==> config.mk <==
export PLATFORM = sky130hd
export DESIGN_NAME = ec_affine_point_add_double
export DESIGN_NICKNAME = d
export VERILOG_FILES = /design/src/rtl/ecpa_pkg.sv /design/src/rtl/ecpa_datapath.sv /design/src/rtl/ecpa_ctrl.sv /design/src/rtl/ec_affine_point_add_double.sv
export VERILOG_INCLUDE_DIRS = /design/src /design/src/rtl
export SDC_FILE = /design/constraint.sdc
export NUM_CORES = 2
export LEC_CHECK = 0
export BUFFER_PORTS_ARGS = -buffer_cell sky130_fd_sc_hd__buf_2
export CELL_PAD_IN_SITES_DETAIL_PLACEMENT = 0
export CELL_PAD_IN_SITES_GLOBAL_PLACEMENT = 1
export CORE_ASPECT_RATIO = 1.25
export CORE_UTILIZATION = 50
export DETAILED_ROUTE_END_ITERATION = 12
export MAX_ROUTING_LAYER = met4
export PLACE_DENSITY_LB_ADDON = 0.1
export SLEW_MARGIN = 20
export SYNTH_ARGS = -nofsm -noshare
export SYNTH_HDL_FRONTEND = slang
export SYNTH_SLANG_ARGS = --single-unit
==> constraint.sdc <==
create_clock -name clk -period 34.9 [get_ports clk]
set_input_delay 6.98 -clock clk [delete_from_list [all_inputs] [get_ports clk]]
set_output_delay 6.98 -clock clk [all_outputs]
set_load 0.01 [all_outputs]
==> src/rtl/ec_affine_point_add_double_defines.svh <==
// ----------------------------------------------------------------------------
// Assertion macros for the affine point adder
// Concurrent checks used by the controller module.
// ----------------------------------------------------------------------------
`ifndef EC_AFFINE_POINT_ADD_DOUBLE_DEFINES_SVH
`define EC_AFFINE_POINT_ADD_DOUBLE_DEFINES_SVH

// implication check under the async reset
`define EC_ASSERT_IMP(lbl, ante, cons, msg) \
	lbl: assert property (@(posedge clk) disable iff (!arst_n) (ante) |-> (cons)) \
		else $error(msg);

// next-cycle implication check under the async reset
`define EC_ASSERT_NXT(lbl, ante, cons, msg) \
	lbl: assert property (@(posedge clk) disable iff (!arst_n) (ante) |=> (cons)) \
		else $error(msg);

`endif

==> src/rtl/ecpa_pkg.sv <==
// ----------------------------------------------------------------------------
// ecpa_pkg
// Command and status types shared by the point adder controller and datapath.
// ----------------------------------------------------------------------------
package ecpa_pkg;

	// datapath operations
	localparam logic [3:0] OP_NONE  = 4'd0;
	localparam logic [3:0] OP_LOAD  = 4'd1;  // reduce inputs, latch operands
	localparam logic [3:0] OP_PREP  = 4'd2;  // form numerator/denominator inputs
	localparam logic [3:0] OP_MUL   = 4'd3;  // start modular multiply
	localparam logic [3:0] OP_DEN   = 4'd4;  // finish num/den
	localparam logic [3:0] OP_INV   = 4'd5;  // start inverse
	localparam logic [3:0] OP_SLOPE = 4'd6;  // latch slope from product
	localparam logic [3:0] OP_X3    = 4'd7;  // x3 from s^2
	localparam logic [3:0] OP_Y3    = 4'd8;  // y3 from product
	localparam logic [3:0] OP_INF   = 4'd9;  // force infinity

	// multiplier operand selection
	localparam logic [2:0] MSEL_X1X1 = 3'd0;
	localparam logic [2:0] MSEL_NINV = 3'd1;
	localparam logic [2:0] MSEL_SS   = 3'd2;
	localparam logic [2:0] MSEL_SDX  = 3'd3;

	typedef struct packed {
		logic [3:0] op;
		logic [2:0] msel;
	} ecpa_cmd_t;

	typedef struct packed {
		logic red_done;   // input reduction complete
		logic mul_done;
		logic inv_done;
		logic inv_fail;   // no inverse
		logic den_zero;
		logic mod_small;  // modulus below two
	} ecpa_sts_t;

endpackage

==> src/rtl/ecpa_datapath.sv <==
// ----------------------------------------------------------------------------
// ecpa_datapath
// Field arithmetic: serial reduction, bit-serial multiply, Euclid inverse.
// ----------------------------------------------------------------------------
module ecpa_datapath import ecpa_pkg::*; #(
	parameter int W = 16
) (
	input  logic         clk,
	input  logic         arst_n,
	input  ecpa_cmd_t    cmd,
	output ecpa_sts_t    sts,
	input  logic [W-1:0] prime_modulus,
	input  logic [W-1:0] curve_coeff_a,
	input  logic [W-1:0] first_x,
	input  logic [W-1:0] first_y,
	input  logic [W-1:0] second_x,
	input  logic [W-1:0] second_y,
	output logic [W-1:0] res_x,
	output logic [W-1:0] res_y,
	output logic         res_inf
);
	localparam int CW = $clog2(W + 1);

	logic [W-1:0] m;
	assign m = prime_modulus;

	function automatic logic [W-1:0] addm(input logic [W-1:0] x, input logic [W-1:0] y,
		input logic [W-1:0] mm);
		logic [W:0] s;
		begin
			s = {1'b0, x} + {1'b0, y};
			addm = (s >= {1'b0, mm}) ? W'(s - {1'b0, mm}) : s[W-1:0];
		end
	endfunction

	function automatic logic [W-1:0] subm(input logic [W-1:0] x, input logic [W-1:0] y,
		input logic [W-1:0] mm);
		begin
			subm = (x >= y) ? (x - y) : (mm - (y - x));
		end
	endfunction

	// operand registers
	logic [W-1:0] x1_q, y1_q, x2_q, y2_q, a_q, num_q, den_q, s_q, x3_q;
	logic [W-1:0] rx_q, ry_q;
	logic         rinf_q;

	// reduction unit: restoring shift-subtract, one value at a time
	logic [2:0]   red_idx_q;
	logic [CW:0]  red_cnt_q;
	logic [W-1:0] red_rem_q;
	logic [W-1:0] red_src_q;
	logic [W-1:0] raw_y1_q, raw_x2_q, raw_y2_q;
	logic         red_busy_q, red_done_q;
	logic [W:0]   red_trial;
	logic [W:0]   red_next;
	logic         red_last;

	assign red_trial = {red_rem_q, red_src_q[W-1]};
	assign red_next  = (red_trial >= {1'b0, m}) ? (red_trial - {1'b0, m}) : red_trial;
	assign red_last  = (red_cnt_q == (CW+1)'(W - 1));

	always_ff @(posedge clk or negedge arst_n) begin
		if (!arst_n) begin
			red_busy_q <= 1'b0;
			red_done_q <= 1'b0;
			red_idx_q  <= '0;
			red_cnt_q  <= '0;
		end else begin
			red_done_q <= red_busy_q && red_last && (red_idx_q == 3'd4);
			if (cmd.op == OP_LOAD && !red_busy_q) begin
				// capture the whole transaction, first value goes straight in
				red_busy_q <= 1'b1;
				red_idx_q  <= 3'd0;
				red_cnt_q  <= '0;
				red_rem_q  <= '0;
				red_src_q  <= first_x;
				raw_y1_q   <= first_y;
				raw_x2_q   <= second_x;
				raw_y2_q   <= second_y;
			end else if (red_busy_q) begin
				if (red_last) begin
					red_cnt_q <= '0;
					red_rem_q <= '0;
					case (red_idx_q)
						3'd0: x1_q <= red_next[W-1:0];
						3'd1: y1_q <= red_next[W-1:0];
						3'd2: x2_q <= red_next[W-1:0];
						3'd3: y2_q <= red_next[W-1:0];
						default: a_q <= red_next[W-1:0];
					endcase
					if (red_idx_q == 3'd4) begin
						red_busy_q <= 1'b0;
					end else begin
						red_idx_q <= red_idx_q + 3'd1;
						case (red_idx_q)
							3'd0: red_src_q <= raw_y1_q;
							3'd1: red_src_q <= raw_x2_q;
							3'd2: red_src_q <= raw_y2_q;
							default: red_src_q <= curve_coeff_a;
						endcase
					end
				end else begin
					red_cnt_q <= red_cnt_q + (CW+1)'(1);
					red_src_q <= {red_src_q[W-2:0], 1'b0};
					red_rem_q <= red_next[W-1:0];
				end
			end
		end
	end

	// bit-serial modular multiplier, MSB first
	logic [W-1:0] mop_a, mop_b, mb_q, ma_q, acc_q, prod_q;
	logic [CW:0]  mcnt_q;
	logic         mbusy_q, mdone_q;
	logic [W-1:0] acc2, acc3;
	logic [W-1:0] inv_q;

	always_comb begin
		case (cmd.msel)
			MSEL_X1X1: begin mop_a = x1_q; mop_b = x1_q; end
			MSEL_NINV: begin mop_a = num_q; mop_b = inv_q; end
			MSEL_SS:   begin mop_a = s_q; mop_b = s_q; end
			MSEL_SDX:  begin mop_a = s_q; mop_b = subm(x1_q, x3_q, m); end
			default:   begin mop_a = '0; mop_b = '0; end
		endcase
	end

	assign acc2 = addm(acc_q, acc_q, m);
	assign acc3 = mb_q[W-1] ? addm(acc2, ma_q, m) : acc2;

	always_ff @(posedge clk or negedge arst_n) begin
		if (!arst_n) begin
			mbusy_q <= 1'b0;
			mdone_q <= 1'b0;
			mcnt_q  <= '0;
		end else begin
			mdone_q <= mbusy_q && (mcnt_q == (CW+1)'(W - 1));
			if (cmd.op == OP_MUL && !mbusy_q) begin
				mbusy_q <= 1'b1;
				ma_q    <= mop_a;
				mb_q    <= mop_b;
				acc_q   <= '0;
				mcnt_q  <= '0;
			end else if (mbusy_q) begin
				acc_q <= acc3;
				mb_q  <= {mb_q[W-2:0], 1'b0};
				if (mcnt_q == (CW+1)'(W - 1)) begin
					mbusy_q <= 1'b0;
					prod_q  <= acc3;
				end else begin
					mcnt_q <= mcnt_q + (CW+1)'(1);
				end
			end
		end
	end

	// extended Euclid: one restoring division per step, with
	// q*t1 mod m accumulated MSB first as the quotient bits come out
	logic [W-1:0] ir1_q, it0_q, it1_q, irem_q, isrc_q, iacc_q;
	logic         ibusy_q, idone_q, ifail_q;
	logic [CW:0]  icnt_q;
	logic [W:0]   itrial, idiff;
	logic         iqbit, ilast;
	logic [W-1:0] irem_nx, iacc2, iacc3, it2;

	assign itrial  = {irem_q, isrc_q[W-1]};
	assign iqbit   = (itrial >= {1'b0, ir1_q});
	assign idiff   = itrial - {1'b0, ir1_q};
	assign irem_nx = iqbit ? idiff[W-1:0] : itrial[W-1:0];
	assign iacc2   = addm(iacc_q, iacc_q, m);
	assign iacc3   = iqbit ? addm(iacc2, it1_q, m) : iacc2;
	assign it2     = subm(it0_q, iacc3, m);
	assign ilast   = (icnt_q == (CW+1)'(W - 1));

	always_ff @(posedge clk or negedge arst_n) begin
		if (!arst_n) begin
			ibusy_q <= 1'b0;
			idone_q <= 1'b0;
			ifail_q <= 1'b0;
			icnt_q  <= '0;
		end else begin
			idone_q <= ibusy_q && ilast && (irem_nx == '0);
			if (cmd.op == OP_INV && !ibusy_q) begin
				ibusy_q <= 1'b1;
				ir1_q   <= den_q;
				isrc_q  <= m;
				irem_q  <= '0;
				it0_q   <= '0;
				it1_q   <= W'(1);
				iacc_q  <= '0;
				icnt_q  <= '0;
			end else if (ibusy_q) begin
				if (ilast) begin
					icnt_q <= '0;
					if (irem_nx == '0) begin
						// remainder zero: gcd is in r1, inverse in t1
						ibusy_q <= 1'b0;
						ifail_q <= (ir1_q != W'(1));
						inv_q   <= it1_q;
					end else begin
						ir1_q  <= irem_nx;
						isrc_q <= ir1_q;
						irem_q <= '0;
						it0_q  <= it1_q;
						it1_q  <= it2;
						iacc_q <= '0;
					end
				end else begin
					icnt_q <= icnt_q + (CW+1)'(1);
					isrc_q <= {isrc_q[W-2:0], 1'b0};
					irem_q <= irem_nx;
					iacc_q <= iacc3;
				end
			end
		end
	end

	// numerator / denominator and result assembly
	logic dbl;
	assign dbl = (x1_q == x2_q) && (y1_q == y2_q);

	always_ff @(posedge clk) begin
		case (cmd.op)
			OP_DEN: begin
				if (dbl) begin
					num_q <= addm(addm(addm(prod_q, prod_q, m), prod_q, m), a_q, m);
					den_q <= addm(y1_q, y1_q, m);
				end else begin
					num_q <= subm(y2_q, y1_q, m);
					den_q <= subm(x2_q, x1_q, m);
				end
			end
			OP_SLOPE: s_q <= prod_q;
			OP_X3: begin
				x3_q <= subm(subm(prod_q, x1_q, m), x2_q, m);
				rx_q <= subm(subm(prod_q, x1_q, m), x2_q, m);
			end
			OP_Y3: begin
				ry_q   <= subm(prod_q, y1_q, m);
				rinf_q <= 1'b0;
			end
			OP_INF: begin
				rx_q   <= '0;
				ry_q   <= '0;
				rinf_q <= 1'b1;
			end
			default: ;
		endcase
	end

	assign sts.red_done  = red_done_q;
	assign sts.mul_done  = mdone_q;
	assign sts.inv_done  = idone_q;
	assign sts.inv_fail  = ifail_q;
	assign sts.den_zero  = (den_q == '0);
	assign sts.mod_small = (m < W'(2));
	assign res_x   = rx_q;
	assign res_y   = ry_q;
	assign res_inf = rinf_q;

endmodule

==> src/rtl/ecpa_ctrl.sv <==
// ----------------------------------------------------------------------------
// ecpa_ctrl
// Sequencer for one point addition and the output transaction register.
// ----------------------------------------------------------------------------
`include "ec_affine_point_add_double_defines.svh"
module ecpa_ctrl import ecpa_pkg::*; (
	input  logic      clk,
	input  logic      arst_n,
	input  logic      in_valid,
	output logic      in_ready,
	output logic      out_valid,
	input  logic      out_ready,
	output ecpa_cmd_t cmd,
	input  ecpa_sts_t sts
);
	localparam logic [3:0] S_IDLE  = 4'd0;
	localparam logic [3:0] S_RED   = 4'd1;
	localparam logic [3:0] S_SQ    = 4'd2;
	localparam logic [3:0] S_SQW   = 4'd3;
	localparam logic [3:0] S_DEN   = 4'd4;
	localparam logic [3:0] S_CHK   = 4'd5;
	localparam logic [3:0] S_INVW  = 4'd6;
	localparam logic [3:0] S_SLW   = 4'd7;
	localparam logic [3:0] S_SSW   = 4'd8;
	localparam logic [3:0] S_YW    = 4'd9;
	localparam logic [3:0] S_OUT   = 4'd10;
	localparam logic [3:0] S_INF   = 4'd11;
	localparam logic [3:0] S_INVS  = 4'd12;

	logic [3:0] state_q, state_d;
	logic       out_valid_q;

	assign in_ready  = (state_q == S_IDLE);
	assign out_valid = out_valid_q;

	always_comb begin
		state_d  = state_q;
		cmd.op   = OP_NONE;
		cmd.msel = MSEL_X1X1;
		case (state_q)
			S_IDLE: if (in_valid) begin
				if (sts.mod_small) begin
					state_d = S_INF;
				end else begin
					cmd.op  = OP_LOAD;
					state_d = S_RED;
				end
			end
			S_RED: if (sts.red_done) begin
				cmd.op  = OP_MUL;
				state_d = S_SQW;
			end
			S_SQW: if (sts.mul_done) state_d = S_DEN;
			S_DEN: begin
				cmd.op  = OP_DEN;
				state_d = S_CHK;
			end
			S_CHK: state_d = sts.den_zero ? S_INF : S_INVS;
			S_INVS: begin
				cmd.op  = OP_INV;
				state_d = S_INVW;
			end
			S_INVW: if (sts.inv_done) begin
				if (sts.inv_fail) begin
					state_d = S_INF;
				end else begin
					cmd.op   = OP_MUL;
					cmd.msel = MSEL_NINV;
					state_d  = S_SLW;
				end
			end
			S_SLW: if (sts.mul_done) begin
				cmd.op  = OP_SLOPE;
				state_d = S_SQ;
			end
			S_SQ: begin
				cmd.op   = OP_MUL;
				cmd.msel = MSEL_SS;
				state_d  = S_SSW;
			end
			S_SSW: if (sts.mul_done) begin
				cmd.op  = OP_X3;
				state_d = S_YW;
			end
			S_YW: begin
				cmd.op   = OP_MUL;
				cmd.msel = MSEL_SDX;
				state_d  = S_OUT;
			end
			S_OUT: if (sts.mul_done) begin
				cmd.op  = OP_Y3;
				state_d = S_IDLE;
			end
			S_INF: begin
				cmd.op  = OP_INF;
				state_d = S_IDLE;
			end
			default: state_d = S_IDLE;
		endcase
		// hold the sequencer while a finished result is still pending
		if (out_valid_q && !out_ready && (state_q == S_IDLE)) state_d = S_IDLE;
	end

	logic finish;
	assign finish = (cmd.op == OP_Y3) || (cmd.op == OP_INF);

	always_ff @(posedge clk or negedge arst_n) begin
		if (!arst_n) begin
			state_q     <= S_IDLE;
			out_valid_q <= 1'b0;
		end else begin
			state_q <= state_d;
			if (finish) out_valid_q <= 1'b1;
			else if (out_ready) out_valid_q <= 1'b0;
		end
	end

	`EC_ASSERT_IMP(a_no_accept_busy, (state_q != S_IDLE), !in_ready, "ready while busy")
	`EC_ASSERT_NXT(a_finish_valid, finish, out_valid, "result not presented")
	`EC_ASSERT_IMP(a_inv_after_den, (state_q == S_INVW), !sts.den_zero, "inverse of zero")

endmodule

==> src/rtl/ec_affine_point_add_double.sv <==
// Affine elliptic-curve point adder/doubler over GF(p), one transaction at a time.
// Flow: serial reduction of five values, four serial multiplies and a Euclid inverse.
// Early exits to infinity: modulus below two, zero denominator or no inverse.
// Next input accepted in the cycle after the result is taken.
// Reset: asynchronous active low, modulus 7 and coefficient 3, no result pending.
// ----------------------------------------------------------------------------
// ec_affine_point_add_double
// Top level: APB register file, input/output handshake, controller, datapath.
// ----------------------------------------------------------------------------
module ec_affine_point_add_double import ecpa_pkg::*; #(
	parameter int COORD_BITS = 16
) (
	input  logic                  clk,
	input  logic                  arst_n,
	input  logic                  psel,
	input  logic                  penable,
	input  logic                  pwrite,
	input  logic [2:0]            paddr,
	input  logic [31:0]           pwdata,
	output logic [31:0]           prdata,
	output logic                  pready,
	input  logic                  in_valid,
	output logic                  in_ready,
	input  logic [COORD_BITS-1:0] first_x,
	input  logic [COORD_BITS-1:0] first_y,
	input  logic [COORD_BITS-1:0] second_x,
	input  logic [COORD_BITS-1:0] second_y,
	output logic                  out_valid,
	input  logic                  out_ready,
	output logic [COORD_BITS-1:0] sum_x,
	output logic [COORD_BITS-1:0] sum_y,
	output logic                  at_infinity
);
	localparam int W = COORD_BITS;
	localparam logic [2:0] ADDR_MOD = 3'd0;
	localparam logic [2:0] ADDR_A   = 3'd4;

	logic [W-1:0] mod_q, a_q;
	ecpa_cmd_t    cmd;
	ecpa_sts_t    sts;
	logic         ctrl_in_ready;

	// configuration registers
	always_ff @(posedge clk or negedge arst_n) begin
		if (!arst_n) begin
			mod_q <= W'(7);
			a_q   <= W'(3);
		end else if (psel && penable && pwrite) begin
			case (paddr)
				ADDR_MOD: mod_q <= W'(64'(pwdata));
				ADDR_A:   a_q   <= W'(64'(pwdata));
				default: ;
			endcase
		end
	end

	always_comb begin
		case (paddr)
			ADDR_MOD: prdata = 32'(64'(mod_q));
			ADDR_A:   prdata = 32'(64'(a_q));
			default:  prdata = '0;
		endcase
	end
	assign pready = 1'b1;

	// no new transaction while a result waits
	assign in_ready = ctrl_in_ready && !out_valid;

	ecpa_ctrl u_ctrl (
		.clk(clk), .arst_n(arst_n),
		.in_valid(in_valid && !out_valid), .in_ready(ctrl_in_ready),
		.out_valid(out_valid), .out_ready(out_ready),
		.cmd(cmd), .sts(sts)
	);

	ecpa_datapath #(.W(W)) u_dp (
		.clk(clk), .arst_n(arst_n), .cmd(cmd), .sts(sts),
		.prime_modulus(mod_q), .curve_coeff_a(a_q),
		.first_x(first_x), .first_y(first_y),
		.second_x(second_x), .second_y(second_y),
		.res_x(sum_x), .res_y(sum_y), .res_inf(at_infinity)
	);

endmodule
==> key figures <==
Placement
  – Placed Instances: 6240
  – Buffers on Ports: 140
  – GPL Wtd Cong: 1.031
  – Post-DP HPWL: 128400 µm

Clock network
  – Later-pin clock latency in the skew report: 670 ps
  – Root buffer cell: clkbuf_16
  – TritonCTS Sinks: 498
  – CTS tree: done
  – Clock Tree Buf Depth: 3
  – Hold Buf Count CTS: 0
  – Worst-path clk slew: 60 ps
  – Setup Buffers After CTS: 0
  – Resized cells post-CTS: 0
  – H-tree depth: 2
  – Cts bufs inserted: 55

Timing
  – Tmin final: 15130 ps
  – Measured slew at the worst slew-check pin: 1272 ps
  – Final Max Slew Viols: 0
  – Final Cycle Share: 43.34%
  – Slew margin rel.: 12.77%
  – Min Hold Slack: 511.3 ps
  – Setup Viol. Count Final: 0
  – RSZ-0062 raised after global routing: false
  – Final hold vios: 0
  – Setup TNS: 0 ps
  – Final setup skew: 36.86 ps
  – Fmax: 66.11 MHz

Finish
  – Area grow syn2layout: 9.546%
  – Non-filler cells in the finished layout: 6350
  – Layout cells sized above 1: 9.597%
  – Final Net Count: 5793

Yosys
  – Post-Synthesis Cells: 4961
  – Syn Area/Cell: 9.236 µm²
  – Mapped Area: 45820 µm²
  – Ys Warns: 0
  – Cell taking the most area after synthesis: edfxtp_1
  – Top cells by area, synth: edfxtp_1 (28%), ha_1 (12%), fa_1 (5.5%)
  – Register area share after synthesis: 31.94%
  – Distinct cells, synth: 98
  – Post-synth top flop: edfxtp_1
  – Register bit total from synthesis: 498
  – Post-synth EDFFs: 433
  – Asr flop ratio synth: 13.05%
  – Share of the synthesized area in the top cell type: 28.38%

GRT
  – Global route overflow: 0
  – Pin count of the biggest net entering global routing: 64
  – Total Routing Usage GR: 36.49%
  – First-pass GRT wire length: 241600 µm
  – Initial antenna violation count: 8
  – Vias in the first global route: 37.32k

Setup path
  – R2R depth: 46
  – CP arrival: 8150 ps
  – Worst R2R Setup Slack: 20790 ps
  – CP Max Fanout: 11
  – Critical path class: in -> out
  – Startpoint types: input port
  – Critical Path RT: 27920 ps
  – Worst r2r dst: u_dp.num_q[9]
  – CP Capture Type: primary output
  – Reg-to-Reg Start: mod_q[6]

Floorplan
  – Die H: 340.5 µm
  – I/O pins: 174
  – Starting Density: 50.72%
  – Die area: 92860 µm²
  – FP Rows: 123
  – Die width: 272.8 µm
  – Core area: 90340 µm²

Drt
  – Via density: 6.244
  – Routed WL per cell: 26.17 µm
  – DR iter-0 viols: 3542
  – Drt drc: 0
  – Initial DRT Pass Iterations: 7
  – DR vias: 39.65k
  – Post-route antenna net violation count: 0
  – Final WL: 166200 µm

Job
  – MaxCap Viol Count: 0

Worst hold path
  – Hold Crit Endpoint: u_dp.red_cnt_q[2]
  – Hold path depth: 1
  – Worst hold path startpoint: u_dp.red_cnt_q[2]
  – Min-Delay Path Class: reg -> reg

Outcome
  – Status: finished, final reports clean
## synthesized netlist by cell type, types with 27 or more instances
master,count
a211oi_1,56
a21o_1,105
a21oi_1,385
a221o_1,28
a221oi_1,34
a22o_1,59
a31oi_1,74
and3_1,41
clkbuf_1,116
dfrtp_1,60
edfxtp_1,433
fa_1,126
ha_1,450
inv_1,425
mux2_2,40
mux2i_1,115
nand2_1,356
nand2b_1,61
nand3_1,96
nand4_1,53
nor2_1,393
nor2b_1,73
nor3_1,141
o211ai_1,31
o21a_1,66
o21ai_0,278
o21ai_1,27
o2bb2ai_2,28
or3_1,45
xnor2_1,207
xor2_1,128
## through the flow
stage	instance area [µm²]	setup WS, ps	utilization [%]
after floorplan	45880	19880	-
after global placement	48230	19780	53.39
after detailed placement	48230	19780	53.39
after CTS	50150	19790	55.51
after global routing	50180	19730	55.55
final	50190	19770	55.56
## metal layers
layer  share of wire, %  up-vias  wire (µm)  global-route usage, %
li1                   -    18480          -                      -
met1                 41    19160      67400                  46.24
met2                 46     1658      75890                  56.83
met3                8.1      354      13440                  5.475
met4                5.7        0       9439                  17.77
met5                  0        -          0                      -
## logic make-up after synthesis
kind of cell             Yosys count  share of synthesized area [%]
AO/OA/AOI/OAI                   1397                          20.33
XOR/XNOR                         335                          6.403
adder cells (fa/ha/maj)          576                          17.79
buffers and inverters            595                          5.248
flip-flops                       498                          31.94
multiplexers                     160                          3.618
other                              2                        0.01639
AND/OR/NAND/NOR                 1398                          14.65
## cells in the final DEF (no fill, tap or decap), types with 105 or more instances in the layout
master      n
a21o_1    105
a21oi_1   384
buf_2     139
buf_4     105
edfxtp_1  433
fa_1      126
ha_1      450
inv_1     424
mux2i_1   115
nand2_1   355
nor2_1    390
nor3_1    135
o21ai_0   271
xnor2_1   207
xor2_1    128
## critical path, stage by stage
cell    delay [ps]
buf_2          120
nor3_2         420
buf_4          290
a22o_1         190
buf_2          140
## area by class of cell
type / count / area [µm²]
diodes: 5 / 12.51
fillers: 8306 / 40140
multi-input cells: 3883 / 29030
clock inverters: 37 / 450.4
flip-flops and latches: 498 / 14640
inverters: 427 / 1603
clock buffers: 67 / 1471
well taps: 1187 / 1485
repair buffers: 246 / 1506
## worst max path at each step
stage | start | to | slack, ps | depth (start not counted)
floorplan | paddr[1] | prdata[10] | 19880 | 3
global placement | paddr[1] | prdata[12] | 19780 | 5
detailed placement | paddr[1] | prdata[13] | 19780 | 5
CTS | paddr[1] | prdata[13] | 19790 | 5
global route | paddr[1] | prdata[12] | 19730 | 5
finish | paddr[1] | prdata[8] | 19770 | 5
Power is not shown: default switching activity piles up to over one toggle a cycle in this logic, so the estimate is an artifact.
